--- src/rtl/core/zsg_ram.sv ---
module zsg_ram #(
  parameter int WIDTH = 16,
  parameter int DEPTH = 256,
  localparam int AW = (DEPTH > 1) ? $clog2(DEPTH) : 1
) (
  input  logic             clk_i,
  input  logic             we_i,
  input  logic [AW-1:0]    waddr_i,
  input  logic [WIDTH-1:0] wdata_i,
  input  logic [AW-1:0]    raddr_i,
  output logic [WIDTH-1:0] rdata_o
);

  logic [WIDTH-1:0] mem_q [DEPTH];

  // One write port and one read port with registered read data.
  always_ff @(posedge clk_i) begin
    if (we_i) begin
      mem_q[waddr_i] <= wdata_i;
    end
    rdata_o <= mem_q[raddr_i];
  end

endmodule
--- config.mk ---
export PLATFORM = sky130hd
export DESIGN_NAME = zsg_ram
export DESIGN_NICKNAME = d
export VERILOG_FILES = /design/src/rtl/core/zsg_ram.sv
export SDC_FILE = /design/constraint.sdc
export NUM_CORES = 2
export LEC_CHECK = 0
export BUFFER_PORTS_ARGS = -buffer_cell sky130_fd_sc_hd__buf_2
export CORE_MARGIN = 4
export CORE_UTILIZATION = 45
export CTS_CLUSTER_DIAMETER = 60
export DETAILED_ROUTE_END_ITERATION = 7
export GPL_ROUTABILITY_DRIVEN = 1
export PLACE_DENSITY_LB_ADDON = 0.15
export SETUP_SLACK_MARGIN = 0.4
export SKIP_CTS_REPAIR_TIMING = 1
export SLEW_MARGIN = 20
export SYNTH_ARGS = -nofsm -noshare
export SYNTH_HDL_FRONTEND = slang
export SYNTH_SLANG_ARGS = --single-unit
--- constraint.sdc ---
create_clock -name clk_i -period 2.7 [get_ports clk_i]
set_input_delay 0.135 -clock clk_i [delete_from_list [all_inputs] [get_ports clk_i]]
set_output_delay 0.135 -clock clk_i [all_outputs]
set_load 0.005 [all_outputs]
# Word level (Yosys, flattened, before mapping)

Memory sizes are Yosys's and may differ from the RTL's. A register that Yosys moved wholly into a read port is not among the register bits.
Cells that the tools add are included.

Bits in registers: 0
Latch bits: 0
RAM bits: 4096
ROM bits: 0
Input port bits: 34
Output and inout bits: 16
Logic and storage cells: 3
Memories kept: 1

Memory list:

| name  | depth | width | read ports | clocked after Yosys merged registers in | write ports | line | RTL |
|---|---|---|---|---|---|---|---|
| mem_q | 256   | 16    | 1          | 1                                       | 1           | 14   | `logic [WIDTH-1:0] mem_q [DEPTH];` |

$add $sub $neg: 0
Multipliers: 0
Divide/modulo/power cells: 0
$lt $le $gt $ge: 0
Equality and inequality tests: 0
Shifts and indexed selects: 0
Muxes and demuxes: 2
Bitwise logic cells: 0
Reduce and logical (&&, ||, !) cells: 0

Operator list:

| kind             | count |
|---|---|
| 1-bit 2-to-1 mux | 2 |

# Longest topological paths before layout

Depth after elaboration: 2
Depth in mapped cells: 12
Gate-level depth less buffers: 6

# Worst setup path before layout

Ideal clock, no wire load.

Path type: input-to-reg
From: input waddr_i[3]
To: memory mem_q[235][0] (enable)
Setup time: 0.388 ns
Arrival time: 1.912 ns
Required time: 2.312 ns
Setup slack: 0.400 ns
Stages on the path: 6
Path buffers: 3
Path through: clkbuf_1 > nor2b_1 > clkbuf_1 > nand4_1 > clkbuf_1 > nor2_1

RTL lines:

| what        | line | RTL |
|---|---|---|
| from (decl) | 8    | `input logic [AW-1:0] waddr_i,` |
| to (decl)   | 14   |  |

Straight into the memory's write port.

==> run summary <==
Area growth syn-to-layout -> 17.3%
Chip width -> 602 um
Routed Antenna Nets -> 0
Synth Area in XOR/XNOR -> 0
Skew final -> 0.0443 ns
CP Cell Sequence -> mux4_2 -> mux4_2 -> a22o_4 -> o32ai_4 -> buf_6 -> nor4_2
Die area -> 362,000 um^2
R2R depth -> 6
Yosys cell types -> 52
Leak -> 60.3 nW
Slew @ Worst Pin -> 1.09 ns
Syn Inst Count -> 7,360
Worst path required time -> 3.51 ns
# rows -> 217
Startpoint Class -> flip-flop
1st-iter DRT viols -> 9,957
HPWL Detailed -> 287 mm
CP max stage delay -> 0.60 ns
Max Cap Viol -> 0
First-pass GRT wire length -> 640 mm
Pwr dens -> 727 nW/um^2
Pre-antenna DRT Iters -> 7
Min-delay src -> waddr_i[4]
CTS tree -> done
GP Congestion -> 0.878
Largest family of logic cells by synthesized area -> multiplexers
Core area -> 350,000 um^2
Initial Util -> 0.453
Cell taking the most area after synthesis -> edfxtp_1
Final-report setup violation count -> 0
Largest net degree at the start of global routing -> 108
DR WL/cell -> 34.0 um
Synth Register Bits -> 4,112
Final period utilization -> 0.952
Post-synthesis adder-cell area fraction -> 0
Gr usage total -> 0.248
Most frequent CP cell -> mux4_2
Data arrival, critical path -> 3.38 ns
Peak supply drop -> 0.550 mV
Sequential share of the synthesized area -> 0.777
Via density -> 6.09
Tmin final -> 2.57 ns
Reg-to-Reg End -> rdata_o[6]
Number of synthesized flops with an enable pin -> 4,096
Vias -> 81,500
Primary FF master, synth -> edfxtp_1
CP max-delay cell -> mux4_2
Mean Syn Cell Area -> 21.6 um^2
Initial antenna violation count -> 31
Final core area utilization -> 0.532
Hold path endpoint -> mem_q[49][3]
Post-synthesis compound-gate area fraction -> 0.0354
Grt total ovfl -> 0
Fillcell total -> 27,000
Post-Syn Area -> 159,000 um^2
Relative slew margins -> 0.272
Vias in the first global route -> 81,300
Share of layout cells above drive strength 1 -> 0.310
Clk sinks -> 4,112
Syn nets -> 7,394
Hold Path Class -> in -> reg
H-tree depth -> 5
CP Class -> reg -> reg
Fin cells -> 13,400
RSZ-0062 raised after global routing -> true
Simple-gate share of the synthesized area -> 0.0157
Clock root cell -> clkbuf_16
WL final -> 455 mm
Syn. warnings -> 0
Reg2reg setup slack -> 0.13 ns
Most common cell in the netlist -> edfxtp_1
CP Max Fanout -> 1
IO Pins -> 50
Achievable clock frequency -> 0.389 GHz
Asr flop ratio synth -> 0
Endpoints failing hold -> 0
Crit end category -> flip-flop
Smallest hold slack -> 0.0383 ns
TritonCTS Buffers -> 429
Synth top cells by count -> 4,096 x edfxtp_1, 797 x mux4_2, 565 x mux2i_1
Setup TNS -> 0 ns
Max Slew Vio Count -> 0
Worst r2r src -> mem_q[23][6]
Status -> complete, no violations
Layout net count -> 8,446
Mux cell area share after synthesis -> 0.155
Clock slew at reported path FFs -> 0.06 ns
Yosys top cell area share -> 0.775
Worst-Skew Late Latency -> 0.96 ns
PortBufs -> 49
Clk buf depth -> 4
Drt drc -> 0
Top cells by area, synth -> edfxtp_1 77%, mux4_2 11%, mux2i_1 3.6%, o221ai_1 1.4%, nor2_1 0.72%
Placed Instances -> 12,600
Hold Path Depth -> 5
Height of the die -> 602 um
## cells by family (layout without fill, tap and decap cells)
| kind of cell | count (synthesis) | count (layout) |
|---|---|---|
| DFF | 4112 | 4112 |
| muxes | 1450 | 1450 |
| AOI/OAI and AO/OA | 786 | 786 |
| and+or+nand+nor | 556 | 556 |
| buffers and inverters | 456 | 1863 |
| other | 0 | 16 |
## layer usage
| layer | vias to the layer above | global-route usage | part of all wire |
|---|---|---|---|
| met1 | 43800 | 0.363 | 0.42 |
| met4 | 0 | 0.0730 | 0.033 |
| met2 | 3671 | 0.381 | 0.46 |
| met5 | - | 0 | 0 |
| met3 | 639 | 0.0472 | 0.090 |
| li1 | 33500 | - | - |
## critical path, delay by kind of cell, from the launching register on
family | cells | cell delay [ns]
AOI/OAI and AO/OA | 2 | 0.74
buffers and inverters | 1 | 0.17
DFF | 1 | 0.36
muxes | 2 | 1.08
and+or+nand+nor | 1 | 0.04
## layout by cell type (no fill, tap or decap), types with 10 or more instances in the layout
master | Yosys | final
edfxtp_1 | 4096 | 4096
buf_4 | 26 | 858
mux4_2 | 797 | 797
mux2i_1 | 565 | 565
clkbuf_16 | 0 | 435
o221ai_1 | 252 | 252
nor2_1 | 304 | 200
a21oi_1 | 175 | 174
o22ai_1 | 148 | 148
buf_12 | 5 | 144
clkinv_1 | 0 | 116
nor2_2 | 0 | 103
clkbuf_1 | 230 | 92
nor3_1 | 92 | 89
mux2_2 | 88 | 83
clkinv_2 | 0 | 70
a22oi_1 | 43 | 39
o21ai_0 | 37 | 37
nand2_1 | 38 | 36
bufinv_16 | 0 | 34
buf_2 | 76 | 28
nand4_1 | 26 | 26
nand3_1 | 35 | 26
a211oi_1 | 18 | 18
a221oi_1 | 28 | 18
buf_8 | 11 | 17
diode_2 | 0 | 16
dlygate4sd3_1 | 0 | 16
dfxtp_1 | 16 | 16
a22o_2 | 0 | 13
o31ai_1 | 16 | 13
nor4_1 | 17 | 13
a22o_4 | 0 | 12
and3_1 | 11 | 11
inv_6 | 0 | 10
## how the worst max path moves through the flow
stage,slack [ns],startpoint,to,depth (start not counted)
2_1_floorplan,0.40,waddr_i[3],mem_q[235][0],6
3_5_place_dp,-0.89,raddr_i[0],rdata_o[2],9
6_report,0.13,mem_q[23][6],rdata_o[6],6
5_1_grt,0.11,mem_q[23][6],rdata_o[6],6
4_1_cts,-0.35,mem_q[56][6],rdata_o[6],6
3_3_place_gp,-0.85,raddr_i[0],rdata_o[2],9
## per-stage QoR
stage	setup WS, ns	instance area (um^2)	power, mW
finish	0.129	186000	135
global route	0.112	186000	139
CTS	-0.350	185000	136
detailed placement	-0.892	172000	79.4
global placement	-0.846	172000	79.3
floorplan	0.400	159000	75.2
## power breakdown
group	switching [mW]	leakage, nW	internal, mW	total, mW
Combinational	4.80	16.8	2.93	7.73
Sequential	0.135	36.9	70.4	70.5
Clock	24.3	6.59	32.7	57.1
Total	29.3	60.3	106	135
## area by class of cell
class | instances | area [um^2] | area share
Multi-Input combinational cell | 2792 | 33600 | 0.180
Inverter | 4 | 27.5 | 0.000148
Tap cell | 4599 | 5750 | 0.0309
Clock buffer | 529 | 11300 | 0.0605
Sequential cell | 4112 | 123000 | 0.662
Antenna cell | 16 | 40.0 | 0.000215
Timing Repair Buffer | 1073 | 9990 | 0.0537
Clock inverter | 257 | 2220 | 0.0119
## registers in the layout (all words and copies together), names as in the netlist
| name | flops |
|---|---|
| rdata_o | 16 |
| mem_q | 4096 |
(Power assumes the default switching activity.)
